[src/design/tmbt_pkg.sv]
// tmbt_pkg: shared types, mixing coefficients and reciprocal constants for the thruster mixer
`timescale 1ns / 1ps
package tmbt_pkg;

  // fixed field widths
  localparam int unsigned AXIS_W   = 16;
  localparam int unsigned BTN_W    = 17;
  localparam int unsigned GAIN_W   = 4;
  localparam int unsigned THR_NUM  = 6;
  localparam int unsigned AXIS_NUM = 5;
  localparam int unsigned IDX_W    = 3;

  // gain limits in tenths
  localparam logic [GAIN_W-1:0] GAIN_RESET = 4'd5;
  localparam logic [GAIN_W-1:0] GAIN_MIN   = 4'd1;
  localparam logic [GAIN_W-1:0] GAIN_MAX   = 4'd10;

  // buttons that step the gain
  localparam int unsigned BTN_GAIN_DN = 4;
  localparam int unsigned BTN_GAIN_UP = 5;

  // opcodes
  localparam logic OP_VELOCITY = 1'b0;
  localparam logic OP_BUTTONS  = 1'b1;

  // coefficient codes
  typedef logic [1:0] coef_t;
  localparam coef_t C_ZERO = 2'b00;
  localparam coef_t C_POS  = 2'b01;
  localparam coef_t C_NEG  = 2'b11;

  // one column of coefficients: [0] surge, [1] sway, [2] heave, [3] roll, [4] yaw
  typedef coef_t [AXIS_NUM-1:0] coef_col_t;

  // reciprocal scaling: floor(m / (10 * n)) = (m * recip(n)) >> RECIP_SH
  localparam int unsigned RECIP_SH = 32;
  localparam int unsigned RECIP_W  = 29;
  typedef logic [RECIP_W-1:0] recip_t;

  typedef struct packed {
    logic                     op;
    logic signed [AXIS_W-1:0] surge;
    logic signed [AXIS_W-1:0] sway;
    logic signed [AXIS_W-1:0] heave;
    logic signed [AXIS_W-1:0] roll_axis;
    logic signed [AXIS_W-1:0] yaw_axis;
    logic [BTN_W-1:0]         buttons;
  } tmbt_in_t;

  typedef struct packed {
    logic signed [AXIS_W-1:0] thrust_one;
    logic signed [AXIS_W-1:0] thrust_two;
    logic signed [AXIS_W-1:0] thrust_three;
    logic signed [AXIS_W-1:0] thrust_four;
    logic signed [AXIS_W-1:0] thrust_five;
    logic signed [AXIS_W-1:0] thrust_six;
    logic [BTN_W-1:0]         toggles;
    logic [GAIN_W-1:0]        gain_tenths;
  } tmbt_out_t;

  // controller to datapath
  typedef struct packed {
    logic             take_btn;
    logic             take_vel;
    logic             issue;
    logic [IDX_W-1:0] idx;
    logic             load_out;
  } tmbt_cmd_t;

  // datapath to controller
  typedef struct packed {
    logic busy;
    logic out_free;
  } tmbt_sts_t;

  // coefficient column for one thruster
  function automatic coef_col_t coef_col(input logic [IDX_W-1:0] thr);
    coef_col_t col;
    col = '{default: C_ZERO};
    unique case (thr)
      3'd0: col = '{C_NEG, C_ZERO, C_ZERO, C_NEG, C_POS};
      3'd1: col = '{C_ZERO, C_NEG, C_NEG, C_ZERO, C_ZERO};
      3'd2: col = '{C_NEG, C_ZERO, C_ZERO, C_POS, C_POS};
      3'd3: col = '{C_POS, C_ZERO, C_ZERO, C_POS, C_POS};
      3'd4: col = '{C_ZERO, C_NEG, C_POS, C_ZERO, C_ZERO};
      3'd5: col = '{C_POS, C_ZERO, C_ZERO, C_NEG, C_POS};
      default: col = '{default: C_ZERO};
    endcase
    return col;
  endfunction

  // ceil(2^32 / (10 * n)), zero when no term contributes
  function automatic recip_t recip(input logic [1:0] n);
    recip_t r;
    r = '0;
    unique case (n)
      2'd0: r = 29'd0;
      2'd1: r = 29'd429496730;
      2'd2: r = 29'd214748365;
      2'd3: r = 29'd143165577;
      default: r = 29'd0;
    endcase
    return r;
  endfunction

endpackage

[src/design/tmbt_chan_if.sv]
// tmbt_chan_if: valid/ready channel carrying one word of payload type T
`timescale 1ns / 1ps
interface tmbt_chan_if #(
  parameter type T = logic
) ();
  logic valid;
  logic ready;
  T     data;

  modport source (output valid, output data, input ready);
  modport sink (input valid, input data, output ready);
endinterface

[src/design/thruster_mix_and_button_toggle.sv]
// thruster_mix_and_button_toggle: top level joining controller and datapath
// a button word updates toggles and gain on acceptance, then the output word is loaded
// in ST_DONE once the output register is free; a velocity word sends six thrusters into
// a 3-stage pipeline (sum, gain multiply, reciprocal multiply) one per cycle, drains in
// ST_DRAIN and is loaded the same way; the next word is taken only after that load
// synchronous active-low reset: toggles and release flags cleared, gain 5, drives 0
`timescale 1ns / 1ps
module thruster_mix_and_button_toggle #(
  parameter int unsigned BUTTON_COUNT = 17
) (
  input logic       clk,
  input logic       rst_n,
  tmbt_chan_if.sink   in_if,
  tmbt_chan_if.source out_if
);

  localparam int unsigned LATCH_W =
    (BUTTON_COUNT < tmbt_pkg::BTN_W) ? BUTTON_COUNT : tmbt_pkg::BTN_W;

  tmbt_pkg::tmbt_cmd_t cmd;
  tmbt_pkg::tmbt_sts_t sts;
  tmbt_pkg::tmbt_in_t  in_word;
  tmbt_pkg::tmbt_out_t out_word;

  assign in_word     = in_if.data;
  assign out_if.data = out_word;

  // sequencer
  tmbt_ctrl u_ctrl (
    .clk      (clk),
    .rst_n    (rst_n),
    .in_valid (in_if.valid),
    .in_op    (in_word.op),
    .in_ready (in_if.ready),
    .sts      (sts),
    .cmd      (cmd)
  );

  // datapath
  tmbt_dp #(
    .LATCH_W (LATCH_W)
  ) u_dp (
    .clk       (clk),
    .rst_n     (rst_n),
    .in_data   (in_word),
    .cmd       (cmd),
    .sts       (sts),
    .out_ready (out_if.ready),
    .out_valid (out_if.valid),
    .out_data  (out_word)
  );

endmodule

[src/design/tmbt_ctrl.sv]
// tmbt_ctrl: sequencer that steps the six thrusters through the datapath pipeline
`timescale 1ns / 1ps
module tmbt_ctrl (
  input  logic                clk,
  input  logic                rst_n,
  input  logic                in_valid,
  input  logic                in_op,
  output logic                in_ready,
  input  tmbt_pkg::tmbt_sts_t sts,
  output tmbt_pkg::tmbt_cmd_t cmd
);

  localparam logic [1:0] ST_IDLE  = 2'd0;
  localparam logic [1:0] ST_MIX   = 2'd1;
  localparam logic [1:0] ST_DRAIN = 2'd2;
  localparam logic [1:0] ST_DONE  = 2'd3;

  localparam logic [tmbt_pkg::IDX_W-1:0] LAST_THR =
    tmbt_pkg::IDX_W'(tmbt_pkg::THR_NUM - 1);

  logic [1:0]                   state_r, state_nxt;
  logic [tmbt_pkg::IDX_W-1:0]   thr_r, thr_nxt;
  logic                         accept;

  assign in_ready = (state_r == ST_IDLE);
  assign accept   = in_valid && in_ready;

  // next state and commands
  always_comb begin
    state_nxt    = state_r;
    thr_nxt      = thr_r;
    cmd          = '0;
    cmd.idx      = thr_r;
    unique case (state_r)
      ST_IDLE: begin
        if (accept) begin
          if (in_op == tmbt_pkg::OP_BUTTONS) begin
            cmd.take_btn = 1'b1;
            state_nxt    = ST_DONE;
          end else begin
            cmd.take_vel = 1'b1;
            thr_nxt      = '0;
            state_nxt    = ST_MIX;
          end
        end
      end
      ST_MIX: begin
        cmd.issue = 1'b1;
        thr_nxt   = thr_r + 1'b1;
        if (thr_r == LAST_THR) begin
          state_nxt = ST_DRAIN;
        end
      end
      ST_DRAIN: begin
        if (!sts.busy) begin
          state_nxt = ST_DONE;
        end
      end
      ST_DONE: begin
        if (sts.out_free) begin
          cmd.load_out = 1'b1;
          state_nxt    = ST_IDLE;
        end
      end
      default: state_nxt = ST_IDLE;
    endcase
  end

  // state registers
  always_ff @(posedge clk) begin
    if (!rst_n) begin
      state_r <= ST_IDLE;
      thr_r   <= '0;
    end else begin
      state_r <= state_nxt;
      thr_r   <= thr_nxt;
    end
  end

endmodule

[src/design/tmbt_dp.sv]
// tmbt_dp: button latches, gain, thruster mixing pipeline and output register
`timescale 1ns / 1ps
module tmbt_dp #(
  parameter int unsigned LATCH_W = 17
) (
  input  logic                 clk,
  input  logic                 rst_n,
  input  tmbt_pkg::tmbt_in_t   in_data,
  input  tmbt_pkg::tmbt_cmd_t  cmd,
  output tmbt_pkg::tmbt_sts_t  sts,
  input  logic                 out_ready,
  output logic                 out_valid,
  output tmbt_pkg::tmbt_out_t  out_data
);

  localparam int unsigned AW    = tmbt_pkg::AXIS_W;
  localparam int unsigned IW    = tmbt_pkg::IDX_W;
  localparam int unsigned SUM_W = AW + 2;
  localparam int unsigned MAG_W = AW + 1;
  localparam int unsigned PRD_W = MAG_W + 3;
  localparam int unsigned QPW   = PRD_W + tmbt_pkg::RECIP_W;

  // button and gain state
  logic [LATCH_W-1:0]             toggle_r, toggle_nxt;
  logic [LATCH_W-1:0]             seen_r, seen_nxt;
  logic [tmbt_pkg::GAIN_W-1:0]    gain_r, gain_nxt, gain_mid;
  logic [LATCH_W-1:0]             levels, hits;

  // captured axes and thruster drives
  logic signed [AW-1:0]           axes_r [tmbt_pkg::AXIS_NUM];
  logic signed [AW-1:0]           thr_r [tmbt_pkg::THR_NUM];

  // pipeline registers
  logic                           va_r, vb_r, vc_r;
  logic [IW-1:0]                  idxa_r, idxb_r, idxc_r;
  logic                           nega_r, negb_r, negc_r;
  logic [1:0]                     cnta_r, cntb_r;
  logic [MAG_W-1:0]               maga_r;
  logic [PRD_W-1:0]               prodb_r;
  logic [MAG_W-1:0]               qc_r;

  logic signed [SUM_W-1:0]        sum_a;
  logic [SUM_W-1:0]               abs_a;
  logic [1:0]                     cnt_a;
  tmbt_pkg::coef_col_t            col_a;
  logic [QPW-1:0]                 qprod;
  logic [MAG_W-1:0]               qneg;
  logic signed [AW-1:0]           drive_d;

  logic                           out_valid_r;
  tmbt_pkg::tmbt_out_t            out_data_r;
  logic [tmbt_pkg::BTN_W-1:0]     toggles_full;

  // button scan: arm on release, toggle on an armed press
  assign levels     = in_data.buttons[LATCH_W-1:0];
  assign hits       = levels & seen_r;
  assign toggle_nxt = toggle_r ^ hits;
  assign seen_nxt   = ~levels;

  // gain steps: down button first, then up button, each clamped
  always_comb begin
    gain_mid = gain_r;
    if (hits[tmbt_pkg::BTN_GAIN_DN]) begin
      gain_mid = (gain_r <= 4'd2) ? tmbt_pkg::GAIN_MIN : gain_r - 1'b1;
    end
    gain_nxt = gain_mid;
    if (hits[tmbt_pkg::BTN_GAIN_UP]) begin
      gain_nxt = (gain_mid >= 4'd9) ? tmbt_pkg::GAIN_MAX : gain_mid + 1'b1;
    end
  end

  always_ff @(posedge clk) begin
    if (!rst_n) begin
      toggle_r <= '0;
      seen_r   <= '0;
      gain_r   <= tmbt_pkg::GAIN_RESET;
    end else if (cmd.take_btn) begin
      toggle_r <= toggle_nxt;
      seen_r   <= seen_nxt;
      gain_r   <= gain_nxt;
    end
  end

  // axis capture
  always_ff @(posedge clk) begin
    if (cmd.take_vel) begin
      axes_r[0] <= in_data.surge;
      axes_r[1] <= in_data.sway;
      axes_r[2] <= in_data.heave;
      axes_r[3] <= in_data.roll_axis;
      axes_r[4] <= in_data.yaw_axis;
    end
  end

  // stage a: signed sum and count of contributing terms
  always_comb begin
    col_a = tmbt_pkg::coef_col(cmd.idx);
    sum_a = '0;
    cnt_a = '0;
    for (int a = 0; a < tmbt_pkg::AXIS_NUM; a++) begin
      if (col_a[a] == tmbt_pkg::C_POS) begin
        sum_a = sum_a + SUM_W'(axes_r[a]);
      end else if (col_a[a] == tmbt_pkg::C_NEG) begin
        sum_a = sum_a - SUM_W'(axes_r[a]);
      end
      if (col_a[a] != tmbt_pkg::C_ZERO && axes_r[a] != '0) begin
        cnt_a = cnt_a + 1'b1;
      end
    end
    abs_a = sum_a[SUM_W-1] ? SUM_W'(-sum_a) : SUM_W'(sum_a);
  end

  // stage c input: scale by reciprocal of ten times the term count
  assign qprod = QPW'(prodb_r) * QPW'(tmbt_pkg::recip(cntb_r));

  // stage d: sign and saturation, positive magnitudes above 32767 clamp
  assign qneg = MAG_W'(-qc_r);
  always_comb begin
    if (negc_r) begin
      drive_d = AW'(qneg);
    end else if (qc_r[MAG_W-1:AW-1] != '0) begin
      drive_d = {1'b0, {(AW-1){1'b1}}};
    end else begin
      drive_d = AW'(qc_r);
    end
  end

  // pipeline valid flags
  always_ff @(posedge clk) begin
    if (!rst_n) begin
      va_r <= 1'b0;
      vb_r <= 1'b0;
      vc_r <= 1'b0;
    end else begin
      va_r <= cmd.issue;
      vb_r <= va_r;
      vc_r <= vb_r;
    end
  end

  // pipeline payload
  always_ff @(posedge clk) begin
    idxa_r  <= cmd.idx;
    maga_r  <= abs_a[MAG_W-1:0];
    nega_r  <= sum_a[SUM_W-1];
    cnta_r  <= cnt_a;
    idxb_r  <= idxa_r;
    prodb_r <= PRD_W'(PRD_W'(gain_r) * PRD_W'(maga_r));
    negb_r  <= nega_r;
    cntb_r  <= cnta_r;
    idxc_r  <= idxb_r;
    qc_r    <= qprod[QPW-1 -: MAG_W];
    negc_r  <= negb_r;
  end

  // thruster drive registers
  always_ff @(posedge clk) begin
    if (!rst_n) begin
      for (int t = 0; t < tmbt_pkg::THR_NUM; t++) begin
        thr_r[t] <= '0;
      end
    end else if (vc_r) begin
      for (int t = 0; t < tmbt_pkg::THR_NUM; t++) begin
        if (idxc_r == IW'(t)) begin
          thr_r[t] <= drive_d;
        end
      end
    end
  end

  // toggles shown on the full button width
  always_comb begin
    toggles_full                = '0;
    toggles_full[LATCH_W-1:0]   = toggle_r;
  end

  // output word register
  always_ff @(posedge clk) begin
    if (!rst_n) begin
      out_valid_r <= 1'b0;
    end else if (cmd.load_out) begin
      out_valid_r <= 1'b1;
    end else if (out_ready) begin
      out_valid_r <= 1'b0;
    end
  end

  always_ff @(posedge clk) begin
    if (cmd.load_out) begin
      out_data_r.thrust_one   <= thr_r[0];
      out_data_r.thrust_two   <= thr_r[1];
      out_data_r.thrust_three <= thr_r[2];
      out_data_r.thrust_four  <= thr_r[3];
      out_data_r.thrust_five  <= thr_r[4];
      out_data_r.thrust_six   <= thr_r[5];
      out_data_r.toggles      <= toggles_full;
      out_data_r.gain_tenths  <= gain_r;
    end
  end

  assign out_valid    = out_valid_r;
  assign out_data     = out_data_r;
  assign sts.busy     = va_r | vb_r | vc_r;
  assign sts.out_free = !out_valid_r || out_ready;

endmodule

[src/flat_wrapper.sv]
// flat-port wrapper written by rule: the top's interface ports become plain ports
module thruster_mix_and_button_toggle_flat 
#(
  parameter int unsigned BUTTON_COUNT = 17
)
  (clk, rst_n, in_if_valid, in_if_data, in_if_ready, out_if_valid, out_if_data, out_if_ready);
  tmbt_chan_if #(.T(tmbt_pkg::tmbt_in_t)) in_if_i ();
  tmbt_chan_if #(.T(tmbt_pkg::tmbt_out_t)) out_if_i ();
  input logic clk;
  input logic rst_n;
  input wire logic [$bits(in_if_i.valid)-1:0] in_if_valid;
  input wire logic [$bits(in_if_i.data)-1:0] in_if_data;
  output wire logic [$bits(in_if_i.ready)-1:0] in_if_ready;
  output wire logic [$bits(out_if_i.valid)-1:0] out_if_valid;
  output wire logic [$bits(out_if_i.data)-1:0] out_if_data;
  input wire logic [$bits(out_if_i.ready)-1:0] out_if_ready;
  assign in_if_i.valid = in_if_valid;
  assign in_if_i.data = in_if_data;
  assign in_if_ready = in_if_i.ready;
  assign out_if_valid = out_if_i.valid;
  assign out_if_data = out_if_i.data;
  assign out_if_i.ready = out_if_ready;
  thruster_mix_and_button_toggle #(.BUTTON_COUNT(BUTTON_COUNT)) u_core (.clk(clk), .rst_n(rst_n), .in_if(in_if_i), .out_if(out_if_i));
endmodule
[config.mk]
export PLATFORM = sky130hd
export DESIGN_NAME = thruster_mix_and_button_toggle_flat
export DESIGN_NICKNAME = d
export VERILOG_FILES = /design/src/design/tmbt_pkg.sv /design/src/design/tmbt_chan_if.sv /design/src/design/thruster_mix_and_button_toggle.sv /design/src/design/tmbt_ctrl.sv /design/src/design/tmbt_dp.sv /design/src/flat_wrapper.sv
export SDC_FILE = /design/constraint.sdc
export NUM_CORES = 1
export LEC_CHECK = 0
export BUFFER_PORTS_ARGS = -buffer_cell sky130_fd_sc_hd__buf_2
export CAP_MARGIN = 10
export CORE_AREA = 8 8 285 287
export DETAILED_ROUTE_END_ITERATION = 12
export DIE_AREA = 0 0 293 295
export PLACE_DENSITY_LB_ADDON = 0.2
export SLEW_MARGIN = 10
export SYNTH_ARGS = -nofsm -noshare
export SYNTH_HDL_FRONTEND = slang
export SYNTH_SLANG_ARGS = --single-unit
[constraint.sdc]
create_clock -name clk -period 12.6 [get_ports clk]
set_input_delay 2.52 -clock clk [delete_from_list [all_inputs] [get_ports clk]]
set_output_delay 2.52 -clock clk [all_outputs]
set_load 0.005 [all_outputs]
==> run_results.csv <==
group,metric,value,unit
run_status,status,"finished clean",
critical_path,arrival,11380,ps
die,fp.dieW,293,µm
critical_path,worst-path-stages,41,
grt,grt_pass1_wl,125000,µm
clocking,clkTransAtPathRegs,60,ps
synthesis,syn_area,0.0311,mm²
critical_path,endpoint_kind,"flop",
die,boundaryPins,221,
drt,ant_nets,0,
drt,viasPerCell,5.15,
clocking,cts_buffers,46,
drt,route.vias.total,21936,
clocking,postCtsHoldBufs,0,
sta,slew_violations,0,
die,dieArea,0.0864,mm²
clocking,root_buffer,"clkbuf_16",
drt,first_pass_iters,5,
sta,timing.final.crit_period,10890,ps
sta,fmax,0.0918,GHz
critical_path,slowest_delay,710,ps
grt,top_usage_layer,"met2",
synthesis,synth_largest_area_cell,"edfxtp_1",
grt,grt_pass1_vias,22839,
synthesis,syn_inst,2974,
sta,skew,24.2,ps
place,port_buffers,220,
synthesis,syn_nets,3648,
grt,use_met1,22.3,%
synthesis,yosys_warnings,0,
synthesis,ys_ff_latch,410,
sta,rsz0062_at_grt,"false",
synthesis,yosysSeqAreaShare,35.8,%
grt,grtUsageTotal,18.3,%
layout,drive_gt1_share,11.6,%
synthesis,synth_cell_type_count,99,
clocking,cts.path.max_buffers,3,
grt,grt_max_degree,69,
drt,wl,80500,µm
grt,grt.overflow.total,0,
layout,synthToLayoutAreaGrowth,12.4,%
drt,drt-initial-drc-count,1364,
clocking,ctsResizeCount,0,
critical_path,critical_path_buf_inv_count,4,
synthesis,ys.flop_type,"edfxtp_1",
clocking,cts_num_sinks,410,
sta,period_share,86.5,%
place,gp_congestion,0.914,
sta,setup_slack,1710,ps
clocking,insertion_delay,610,ps
synthesis,synth_top_area_share,28.3,%
critical_path,cpMostUsedCell,"ha_1",
min_path,whs_path_depth,0,
synthesis,async_reset_ff_share,0,%
min_path,hold_class,"reg2reg",
critical_path,worstPathMaxFanout,20,
layout,fillers,7167,
die,std_cell_rows,102,
sta,hold_viol_final,0,
layout,layout_commonest_cell,"inv_1",
critical_path,critPathLaunchType,"flop",
grt,grtUsageMet2,33.2,%
clocking,h-tree-depth,2,
place,place_hpwl,65500,µm
die,core,0.0767,mm²
synthesis,synthTopCellsByArea,"edfxtp_1, fa_1, ha_1, dfxtp_1, inv_1",
synthesis,syn_area_per_cell,10.5,µm²
drt,drt_drc_violations_left,0,
die,start_util,40.6,%
layout,fin_nets,3854,
sta,setup_violations,0,
critical_path,cp.required,13080,ps
synthesis,synth_edf_count,293,
sta,tightest_slew,1210,ps
run,cap_violations,0,
critical_path,rrSetupSlack,1710,ps
critical_path,slowest_stage,"dfxtp_1",
clocking,post-cts-setup-buffers,0,
critical_path,cp_top_family,"compound AO/OA/AOI/OAI gates",
sta,slew_headroom,19.1,%
layout,layout_common_cells,"inv_1, ha_1, edfxtp_1",
clocking,cts_tree,"built",
layout,post-route-util,45.7,%
sta,fin_tns_setup,0,ps
drt,avgRoutedWirePerCell,18.9,µm
critical_path,crit_type,"reg2reg",
grt,grt_antenna_before_repair,3,
die,fp.dieH,295,µm
critical_path,rr_worst_depth,41,
place,pre_cts_ws,1920,ps
grt,gr-usage-met3,2.35,%
## per-stage QoR
| step | instances | area [µm²] | hold slack (ps) |
|---|---|---|---|
| global placement | 4172 | 33400 | 311 |
| detailed placement | 4172 | 33400 | 313 |
| floorplan | 2974 | 31100 | 310 |
| finish | 4258 | 35000 | 322 |
| CTS | 4257 | 35000 | 322 |
| global route | 4257 | 35000 | 329 |
## cell families after synthesis
kind of cell | synth area share (%)
fa+ha+maj | 28.8
flops | 35.8
compound gates | 12.5
xor+xnor | 3.32
simple gates | 12.3
mux | 0.807
buf+inv | 6.50
## flip-flops by register name (all words and copies together) (netlist names), 2 cells and up
name and count:
out_if_data 80, u_core.u_ctrl.state_r 2, u_core.u_ctrl.thr_r 3, u_core.u_dp.axes_r 80
u_core.u_dp.cnta_r 2, u_core.u_dp.cntb_r 2, u_core.u_dp.gain_r 4, u_core.u_dp.idxa_r 3
u_core.u_dp.idxb_r 3, u_core.u_dp.idxc_r 3, u_core.u_dp.maga_r 17, u_core.u_dp.out_data 37
u_core.u_dp.prodb_r 20, u_core.u_dp.qc_r 17, u_core.u_dp.seen_r 17, u_core.u_dp.thr_r 96
u_core.u_dp.toggle_r 17
## cell type report
| type | instances | area (µm²) | share of cell area [%] |
|---|---|---|---|
| Multi-Input combinational cell | 2034 | 18000 | 51.4 |
| Sequential cell | 410 | 11100 | 31.8 |
| Inverter | 449 | 1690 | 4.81 |
| Tap cell | 1040 | 1300 | 3.72 |
| Clock buffer | 56 | 1260 | 3.60 |
| Timing Repair Buffer | 239 | 1240 | 3.55 |
| Clock inverter | 29 | 383 | 1.09 |
| Antenna cell | 1 | 2.50 | 0.00715 |
## synthesized netlist by cell type, types with 29 or more instances
library cell  instances
fa_1                237
o21ai_0              78
xnor2_1              83
nand2_1             169
and2_1              116
nor4_1               29
nand3_1              45
inv_1               449
ha_1                335
clkbuf_1             65
nor2b_1              55
a21o_1               49
dfxtp_1             117
nor2_1              212
edfxtp_1            293
nor3_1               42
a21oi_1             130
xor2_1               30
## per-layer routing
layer	up-vias	share of wire [%]
met5	-	0.042
met1	10730	43
met4	4	3.3
met3	115	3.8
met2	450	50
li1	10637	-
## path summary, 6_finish.rpt
| kind | from | endpoint |
|---|---|---|
| worst max register to register | u_core.u_ctrl.thr_r[1]$_SDFFE_PN0P_ | u_core.u_dp.maga_r[1]$_DFF_P_ |
| worst min-delay path | u_core.u_dp.idxb_r[1]$_DFF_P_ | u_core.u_dp.idxc_r[1]$_DFF_P_ |
| worst min register to register | u_core.u_dp.idxb_r[1]$_DFF_P_ | u_core.u_dp.idxc_r[1]$_DFF_P_ |
| worst max-delay path | u_core.u_ctrl.thr_r[1]$_SDFFE_PN0P_ | u_core.u_dp.maga_r[1]$_DFF_P_ |
Power is left out: the tool's default activity adds up to more than one toggle a clock period on the data nets, which glitch-free logic cannot reach.
